$ cat src/sv/rotary_encoder_click_decoder_core_macros.svh
// assertion macros for the encoder click decoder
`ifndef ROTARY_ENCODER_CLICK_DECODER_CORE_MACROS_SVH
`define ROTARY_ENCODER_CLICK_DECODER_CORE_MACROS_SVH

`ifndef SYNTHESIS
// same-cycle implication, disabled in reset
`define RECD_ASSERT_IMPL(label, clk, rst_n, ante, cons) \
    label: assert property (@(posedge clk) disable iff (!rst_n) (ante) |-> (cons)) \
        else $error("recd assertion failed");
// next-cycle implication, disabled in reset
`define RECD_ASSERT_NEXT(label, clk, rst_n, ante, cons) \
    label: assert property (@(posedge clk) disable iff (!rst_n) (ante) |=> (cons)) \
        else $error("recd assertion failed");
`else
`define RECD_ASSERT_IMPL(label, clk, rst_n, ante, cons)
`define RECD_ASSERT_NEXT(label, clk, rst_n, ante, cons)
`endif

`endif

$ cat src/sv/recd_pkg.sv
`default_nettype none

package recd_pkg;

    // click queue
    localparam int QUEUE_DEPTH = 16;
    localparam int IDX_W       = $clog2(QUEUE_DEPTH);
    localparam int FILL_W      = $clog2(QUEUE_DEPTH + 1);

    localparam int SETTLE_W    = 16;
    localparam int COUNT_W     = 8;
    localparam int QUEUED_W    = 5;

    localparam logic [SETTLE_W-1:0] SETTLE_RESET = SETTLE_W'(1);
    localparam logic [SETTLE_W-1:0] SETTLE_MAX   = '1;

    localparam logic signed [COUNT_W-1:0] COUNT_MAX  = COUNT_W'(127);
    localparam logic signed [COUNT_W-1:0] COUNT_MIN  = -COUNT_W'(127);
    localparam logic signed [COUNT_W-1:0] COUNT_UP   = COUNT_W'(1);
    localparam logic signed [COUNT_W-1:0] COUNT_DOWN = -COUNT_W'(1);

    // line debounce phases
    typedef enum logic [1:0] {
        PH_IDLE       = 2'd0,
        PH_SETTLE_ON  = 2'd1,
        PH_HELD       = 2'd2,
        PH_SETTLE_OFF = 2'd3
    } phase_t;

    // direction tracking
    typedef struct packed {
        logic dir_known;
        logic last_direction;
        logic last_edge_line;
        logic half_click;
    } dir_state_t;

    typedef struct packed {
        dir_state_t st;
        logic       click;
        logic       click_dir;
    } edge_result_t;

    // one committed edge; on_a is 1 for line A
    function automatic edge_result_t edge_step(dir_state_t s, logic on_a, logic other_level);
        edge_result_t r;
        logic         dir;
        dir         = (on_a == other_level);
        r.st        = s;
        r.click     = 1'b0;
        r.click_dir = dir;
        if (!s.dir_known || (s.last_direction != dir)) begin
            r.st.dir_known      = 1'b1;
            r.st.last_direction = dir;
            r.st.last_edge_line = on_a;
            r.st.half_click     = 1'b1;
        end
        else if (s.last_edge_line != on_a) begin
            r.st.last_edge_line = on_a;
            r.st.half_click     = !s.half_click;
            r.click             = s.half_click;
        end
        return r;
    endfunction

endpackage

`default_nettype wire

$ cat src/sv/rotary_encoder_click_decoder_core.sv
`default_nettype none
`include "rotary_encoder_click_decoder_core_macros.svh"

// Quadrature rotary encoder decoder with per-line debounce and a click queue.
// One transaction on the input channel carries one sample of lines A and B
// plus a pop request; each produces exactly one result transaction via the
// sample and result registers; a new sample can be taken each unstalled cycle.
// The figure of one sample per cycle is set by the state update loop: the
// debounce phases, the direction tracker and the click queue all move to
// their next value in one pass of logic between the sample register and the
// result register. The result register is a separate stage, so the input
// stalls only when a stalled result meets a full sample register. Each line, on
// going active from idle, commits an edge at once and then settles until its
// level has stayed unchanged for settle_ticks samples. Every second
// alternating edge in one direction makes one click; clicks of the same sign
// add into the newest queue entry (saturating at +/-127), and a new entry
// pushed onto a full queue drops the oldest one and raises dropped. The queue
// needs no clearing pass after reset. settle_ticks is written through the
// cfg port, which is always ready, and should only change while idle.
module rotary_encoder_click_decoder_core
    import recd_pkg::*;
(
    input  wire logic                      clk,
    input  wire logic                      rst_n,
    // configuration
    input  wire logic                      cfg_valid,
    output logic                           cfg_ready,
    input  wire logic [SETTLE_W-1:0]       cfg_data,
    // samples
    input  wire logic                      in_valid,
    output logic                           in_stall,
    input  wire logic                      line_a_active,
    input  wire logic                      line_b_active,
    input  wire logic                      pop_request,
    // results
    output logic                           out_valid,
    input  wire logic                      out_stall,
    output logic                           click_valid,
    output logic signed [COUNT_W-1:0]      click_count,
    output logic [QUEUED_W-1:0]            queued_entries,
    output logic                           dropped
);

    // settle_ticks register
    logic [SETTLE_W-1:0] settle_ticks_reg;

    // sample register
    logic item_valid_reg;
    logic line_a_reg;
    logic line_b_reg;
    logic pop_reg;

    // result register
    logic                      out_valid_reg;
    logic                      click_valid_reg;
    logic signed [COUNT_W-1:0] click_count_reg;
    logic [QUEUED_W-1:0]       queued_reg;
    logic                      dropped_reg;

    // block state
    phase_t              phase_reg  [2];
    phase_t              phase_next [2];
    logic                level_reg  [2];
    logic [SETTLE_W-1:0] settle_reg  [2];
    logic [SETTLE_W-1:0] settle_next [2];
    logic                edge_hit   [2];
    logic                level_now  [2];

    dir_state_t dir_reg;
    dir_state_t dir_next;

    logic signed [COUNT_W-1:0] queue_reg  [QUEUE_DEPTH];
    logic signed [COUNT_W-1:0] queue_next [QUEUE_DEPTH];
    logic signed [COUNT_W-1:0] after_push [QUEUE_DEPTH];
    logic [FILL_W-1:0]         fill_reg;
    logic [FILL_W-1:0]         fill_next;

    logic accept;
    logic advance;

    // handshakes: the sample stage moves on whenever the result stage is free
    assign cfg_ready = 1'b1;
    assign advance   = item_valid_reg && (!out_valid_reg || !out_stall);
    assign in_stall  = item_valid_reg && !advance;
    assign accept    = in_valid && !in_stall;

    assign level_now[0] = line_a_reg;
    assign level_now[1] = line_b_reg;

    always_ff @(posedge clk or negedge rst_n)
    begin
        if (!rst_n)
        begin
            settle_ticks_reg <= SETTLE_RESET;
        end
        else if (cfg_valid && cfg_ready)
        begin
            settle_ticks_reg <= cfg_data;
        end
    end

    always_ff @(posedge clk or negedge rst_n)
    begin
        if (!rst_n)
        begin
            item_valid_reg <= 1'b0;
            out_valid_reg  <= 1'b0;
        end
        else
        begin
            if (accept)
            begin
                item_valid_reg <= 1'b1;
            end
            else if (advance)
            begin
                item_valid_reg <= 1'b0;
            end
            if (advance)
            begin
                out_valid_reg <= 1'b1;
            end
            else if (!out_stall)
            begin
                out_valid_reg <= 1'b0;
            end
        end
    end

    // sample payload, no reset needed
    always_ff @(posedge clk)
    begin
        if (accept)
        begin
            line_a_reg <= line_a_active;
            line_b_reg <= line_b_active;
            pop_reg    <= pop_request;
        end
    end

    // ---------------------------------------------------------------
    // debounce: next phase per line
    // ---------------------------------------------------------------
    always_comb
    begin
        logic [SETTLE_W-1:0] cnt;
        for (int i = 0; i < 2; i++)
        begin
            phase_next[i]  = phase_reg[i];
            settle_next[i] = settle_reg[i];
            cnt            = settle_reg[i];
            unique case (phase_reg[i])
                PH_IDLE:
                begin
                    if (level_now[i])
                    begin
                        phase_next[i]  = PH_SETTLE_ON;
                        settle_next[i] = '0;
                    end
                end
                PH_HELD:
                begin
                    if (!level_now[i])
                    begin
                        phase_next[i]  = PH_SETTLE_OFF;
                        settle_next[i] = '0;
                    end
                end
                PH_SETTLE_ON, PH_SETTLE_OFF:
                begin
                    if (level_now[i] != level_reg[i])
                    begin
                        cnt = '0;
                    end
                    else if (settle_reg[i] != SETTLE_MAX)
                    begin
                        cnt = settle_reg[i] + SETTLE_W'(1);
                    end
                    settle_next[i] = cnt;
                    if (cnt >= settle_ticks_reg)
                    begin
                        phase_next[i] = level_now[i] ? PH_HELD : PH_IDLE;
                    end
                end
                default:
                begin
                    phase_next[i] = PH_IDLE;
                end
            endcase
        end
    end

    // debounce: edge commits, an idle line going active
    always_comb
    begin
        for (int i = 0; i < 2; i++)
        begin
            edge_hit[i] = (phase_reg[i] == PH_IDLE) && level_now[i];
        end
    end

    // ---------------------------------------------------------------
    // direction tracking and click queue
    // ---------------------------------------------------------------
    edge_result_t edge_a;
    edge_result_t edge_b;
    dir_state_t   dir_mid;
    logic         click;
    logic         click_dir;

    always_comb
    begin
        edge_a  = edge_step(dir_reg, 1'b1, line_b_reg);
        dir_mid = edge_hit[0] ? edge_a.st : dir_reg;
        edge_b  = edge_step(dir_mid, 1'b0, line_a_reg);
        dir_next = edge_hit[1] ? edge_b.st : dir_mid;
        // a click is completed by the line A commit or the line B commit, never by both
        click     = (edge_hit[0] && edge_a.click) || (edge_hit[1] && edge_b.click);
        click_dir = (edge_hit[0] && edge_a.click) ? edge_a.click_dir : edge_b.click_dir;
    end

    logic [FILL_W-1:0]         fill_dec;
    logic [IDX_W-1:0]          tail_idx;
    logic signed [COUNT_W-1:0] tail_val;
    logic                      queue_full;
    logic                      merge;
    logic                      append;
    logic                      drop;
    logic                      wr_en;
    logic [IDX_W-1:0]          wr_idx;
    logic signed [COUNT_W-1:0] wr_val;
    logic [FILL_W-1:0]         fill_push;
    logic                      pop_eff;

    assign fill_dec   = fill_reg - FILL_W'(1);
    assign tail_idx   = fill_dec[IDX_W-1:0];
    assign tail_val   = queue_reg[tail_idx];
    assign queue_full = (fill_reg == FILL_W'(QUEUE_DEPTH));
    // same sign as the newest entry merges into it
    assign merge      = click && (fill_reg != '0) && ((tail_val > 0) == click_dir);
    assign append     = click && !merge;
    assign drop       = append && queue_full;
    assign pop_eff    = pop_reg && (fill_push != '0);

    always_comb
    begin
        wr_en  = merge || append;
        wr_idx = tail_idx;
        wr_val = click_dir ? COUNT_UP : COUNT_DOWN;
        fill_push = fill_reg;
        priority if (merge)
        begin
            if (click_dir)
            begin
                wr_val = (tail_val < COUNT_MAX) ? tail_val + COUNT_UP : tail_val;
            end
            else
            begin
                wr_val = (tail_val > COUNT_MIN) ? tail_val - COUNT_UP : tail_val;
            end
        end
        else if (drop)
        begin
            wr_idx = IDX_W'(QUEUE_DEPTH - 1);
        end
        else if (append)
        begin
            wr_idx    = fill_reg[IDX_W-1:0];
            fill_push = fill_reg + FILL_W'(1);
        end
        else
        begin
            wr_en = 1'b0;
        end
        fill_next = pop_eff ? fill_push - FILL_W'(1) : fill_push;
    end

    // queue after the push, then after the pop; head always sits at entry 0
    always_comb
    begin
        for (int i = 0; i < QUEUE_DEPTH - 1; i++)
        begin
            after_push[i] = drop ? queue_reg[i+1] : queue_reg[i];
        end
        after_push[QUEUE_DEPTH-1] = queue_reg[QUEUE_DEPTH-1];
        for (int i = 0; i < QUEUE_DEPTH; i++)
        begin
            if (wr_en && (wr_idx == IDX_W'(i)))
            begin
                after_push[i] = wr_val;
            end
        end
        for (int i = 0; i < QUEUE_DEPTH - 1; i++)
        begin
            queue_next[i] = pop_eff ? after_push[i+1] : after_push[i];
        end
        queue_next[QUEUE_DEPTH-1] = after_push[QUEUE_DEPTH-1];
    end

    always_ff @(posedge clk or negedge rst_n)
    begin
        if (!rst_n)
        begin
            for (int i = 0; i < 2; i++)
            begin
                phase_reg[i]  <= PH_IDLE;
                level_reg[i]  <= 1'b0;
                settle_reg[i] <= '0;
            end
            dir_reg  <= '0;
            fill_reg <= '0;
        end
        else if (advance)
        begin
            for (int i = 0; i < 2; i++)
            begin
                phase_reg[i]  <= phase_next[i];
                level_reg[i]  <= level_now[i];
                settle_reg[i] <= settle_next[i];
            end
            dir_reg  <= dir_next;
            fill_reg <= fill_next;
        end
    end

    // queue entries and result payload, no reset needed
    always_ff @(posedge clk)
    begin
        if (advance)
        begin
            queue_reg       <= queue_next;
            click_valid_reg <= pop_eff;
            click_count_reg <= pop_eff ? after_push[0] : '0;
            queued_reg      <= QUEUED_W'(fill_next);
            dropped_reg     <= drop;
        end
    end

    assign out_valid      = out_valid_reg;
    assign click_valid    = click_valid_reg;
    assign click_count    = click_count_reg;
    assign queued_entries = queued_reg;
    assign dropped        = dropped_reg;

    // checks
    `RECD_ASSERT_IMPL(a_fill_range, clk, rst_n, 1'b1, fill_reg <= FILL_W'(QUEUE_DEPTH))
    `RECD_ASSERT_IMPL(a_click_nonzero, clk, rst_n, out_valid_reg, click_valid_reg == (click_count_reg != '0))
    `RECD_ASSERT_IMPL(a_drop_full, clk, rst_n, out_valid_reg && dropped_reg, queued_reg == QUEUED_W'(QUEUE_DEPTH) || queued_reg == QUEUED_W'(QUEUE_DEPTH - 1))
    `RECD_ASSERT_NEXT(a_advance_result, clk, rst_n, advance, out_valid_reg)

endmodule

`default_nettype wire
$ cat config.mk
export PLATFORM = sky130hd
export DESIGN_NAME = rotary_encoder_click_decoder_core
export DESIGN_NICKNAME = d
export VERILOG_FILES = /design/src/sv/recd_pkg.sv /design/src/sv/rotary_encoder_click_decoder_core.sv
export VERILOG_INCLUDE_DIRS = /design/src /design/src/sv
export SDC_FILE = /design/constraint.sdc
export NUM_CORES = 1
export LEC_CHECK = 0
export BUFFER_PORTS_ARGS = -buffer_cell sky130_fd_sc_hd__buf_2
export CORE_MARGIN = 2
export CORE_UTILIZATION = 40
export CTS_BUF_LIST = sky130_fd_sc_hd__clkbuf_4 sky130_fd_sc_hd__clkbuf_8
export DETAILED_ROUTE_END_ITERATION = 12
export GPL_ROUTABILITY_DRIVEN = 0
export SKIP_LAST_GASP = 1
export SYNTH_ARGS = -nofsm -noshare
export SYNTH_HDL_FRONTEND = slang
export SYNTH_SLANG_ARGS = --single-unit
$ cat constraint.sdc
create_clock -name clk -period 13.9 [get_ports clk]
set_input_delay 2.78 -clock clk [delete_from_list [all_inputs] [get_ports clk]]
set_output_delay 2.78 -clock clk [all_outputs]
set_load 0.02 [all_outputs]
==> qor.txt <==
Reg2Reg Depth - 20
Cell Chain, Critical Path - buf_4 -> clkinv_1 -> ha_1 -> xnor2_1 -> nand2_1 -> and3_1 -> a31oi_1 -> inv_1 -> ha_1 -> and2_1 -> o211a_2 -> nand3_1 -> nor2_1 -> a21oi_1 -> ha_1 -> a41o_4 -> buf_4 -> buf_4 -> mux2i_1 -> a221oi_1
Die H - 197 um
row count - 70
DP Wirelength - 29600 um
Crit path max-delay family - buffers and inverters
Cell Area, Placed - 15500 um2
Vias - 12800
GR Util All Layers - 22.6%
final wirelength - 43600 um
Vias/cell - 6.08
fillers - 3497
clk_lat worst skew - 0.61 ns
drt wl/cell - 20.8 um
P_int - 1.74 mW
Leakage - 6.95 nW
final setup vio count - 0
mean post-synth cell area - 9.41 um2
Post-CTS Resized - 0
slowest stage cell, crit path - xnor2_1
CP Capture Type - register
Post-Syn Area - 14900 um2
pwr dens - 181 nW/um2
hold path depth - 2
hold violation count in the final report - 0
normalized max-slew margin - 18.4%
Post-synth EDFFs - 146
post-synth top area share - 29.4%
Worst Max-Slew Pin Slew - 1.22 ns
post-synth cell types - 76
Place WS - 5.95 ns
worst-path maximum fanout - 78
CTS tree - done
Total Power - 2.97 mW
Syn-to-layout area delta - 9.83%
Synth area leader - edfxtp_1
Tcrit/Tclk final - 57.9%
final setup skew - 0.0305 ns
CTS Buf Count - 43
first drt pass iteration count - 5
Flop pwr share - 29.5%
hold endpoint - level_reg[0]$_DFFE_PN0P_
layout cells sized above 1 - 13.1%
hold_sp - level_reg[0]$_DFFE_PN0P_
final setup margin - 5.85 ns
M1 WL - 20300 um
upper clock frequency limit - 124 MHz
Max-cap violations - 0
synth top area cells - edfxtp_1 29%, dfrtp_1 11%, nand2_1 7.3%
clk buf depth - 3
RSZ-0062 raised after global routing - no
Layout Utilization - 44.7%
capturing point of the worst reg2reg path - queue_reg[105]$_DFFE_PP_
# diodes - 0
status - completed
Setup TNS - 0 ns
total grt overflow - 0
CTS Hold Bufs - 0
crit path launch type - register
FF/Latch Area - 6010 um2
Final ANT Viol Nets - 0
Sink Count - 211
clock root cell - clkbuf_8
vias in the first global route - 12100
CP Buf/Inv Count - 5
H-tree depth - 2
r2r setup slk - 5.85 ns
maximum number of pins on one net before global-route repair - 109
Sw Share - 41.4%
Switching Power - 1.23 mW
Die X - 197 um
met3 WL - 3100 um
Clk pwr share - 23.2%
fin crit period - 8.05 ns
FF-to-FF Start - fill_reg[0]$_DFFE_PN0P_
Worst Path Required - 14.18 ns
Hold Crit Class - reg2reg
critical path arrival - 8.33 ns
Final nets - 1663
max reg flops - 128
post-route cell area - 16400 um2
Async SR Flop Fraction - 30.8%
multi-input logic area - 8340 um2
I/O Buffers - 40
Combinational Power Share - 47.2%
Syn Nets - 1654
Initial Util - 40.7%
core region area - 36700 um2
max-slew violation count - 0
max layer used - met4
Yosys reg bits - 211
Post-Synthesis Cells - 1586
io pins - 42
1st-iter DRT viols - 1253
total die area - 38900 um2
global-route wire length before repair - 69200 um
CP Class - reg2reg
met2 routed WL - 18700 um
post-synthesis sequential area ratio - 40.3%
post-CTS setup buffers - 0
Clk pin slew, worst setup/hold paths - 0.06 ns
slowest stage delay, CP - 0.76 ns
Primary FF master, synth - edfxtp_1
DR DRC count - 0
Peak VDD IR - 0.0948 mV
initial antenna violation count - 0
Yosys warning count - 0
cells in the mapped netlist (15+ instances only):
master	number
inv_1	35
clkbuf_1	71
mux4_2	36
xnor2_1	25
a22o_1	29
a2bb2oi_1	26
mux2_2	20
o21ai_1	16
and3_1	47
o21ai_0	46
nand2_1	291
a31oi_1	17
a21o_1	18
dfrtp_1	64
a21oi_1	90
xor2_1	25
nand3_1	111
nor2_1	111
a221oi_1	42
buf_2	18
edfxtp_1	146
mux2i_1	91
nor3_1	15
ha_1	44
layer usage:
layer / vias to the layer above / GRT usage, %
met5: - / 0
met4: 0 / 9.61
met3: 86 / 3.93
met2: 510 / 32.7
met1: 6216 / 33.2
li1: 5947 / -
tightest hold or removal path, cell delays in order, from the launching register on:
cell	delay, ns
dfrtp_1	0.36
nand2_1	0.05
nand2_1	0.06
worst max-delay path by stage:
stage / from / cells after the start / end / slack [ns]
final: fill_reg[0]$_DFFE_PN0P_ / 20 / queue_reg[105]$_DFFE_PP_ / 5.85
after global routing: fill_reg[0]$_DFFE_PN0P_ / 20 / queue_reg[105]$_DFFE_PP_ / 5.28
after CTS: fill_reg[0]$_DFFE_PN0P_ / 20 / queue_reg[105]$_DFFE_PP_ / 5.95
after detailed placement: fill_reg[0]$_DFFE_PN0P_ / 20 / queue_reg[105]$_DFFE_PP_ / 5.95
after global placement: fill_reg[0]$_DFFE_PN0P_ / 20 / queue_reg[107]$_DFFE_PP_ / 6.27
after floorplan: out_stall / 6 / dir_reg[2]$_DFFE_PN0P_ / 5.78
area by class of cell:
class / instances / share of cell area, %
multi-input combinational: 1234 / 50.9
timing repair buffer: 67 / 2.46
inverter: 38 / 0.908
sequential: 211 / 36.7
clock inverter: 25 / 1.18
clock buffer: 55 / 4.31
tap: 468 / 3.57
power groups by stage:
| stage | sequential (mW) | clock, mW | combinational, mW |
|---|---|---|---|
| after floorplan | 0.863 | 0 | 1.06 |
| after global placement | 0.887 | 0 | 1.36 |
| after detailed placement | 0.884 | 0 | 1.38 |
| after CTS | 0.874 | 0.708 | 1.39 |
| after global routing | 0.886 | 0.732 | 1.52 |
| final | 0.877 | 0.691 | 1.40 |
through the flow:
step | instances | hold slack [ns]
after global routing | 2098 | 0.534
after detailed placement | 2018 | 0.496
after floorplan | 1586 | 0.467
after CTS | 2098 | 0.510
after global placement | 2018 | 0.484
final | 2098 | 0.508
cell families after synthesis:
| kind of cell | synth area share, % |
|---|---|
| and+or+nand+nor | 19.6 |
| AOI/OAI and AO/OA | 15.8 |
| DFF | 40.3 |
| muxes | 13.6 |
| buffers and inverters | 4.02 |
| xor gates and xnor gates | 3.04 |
| adders and majority gates | 3.69 |
| other | 0.0251 |
cells in the final DEF (no fill, tap or decap), types with 44 or more instances in the layout:
cell type,count
mux2i_1,91
clkbuf_8,47
dfrtp_1,63
nand3_1,110
nor2_1,111
o21ai_0,46
a21oi_1,90
nand2_1,291
and3_1,47
edfxtp_1,146
ha_1,44
No activity file was read; power rests on OpenSTA's default activity.
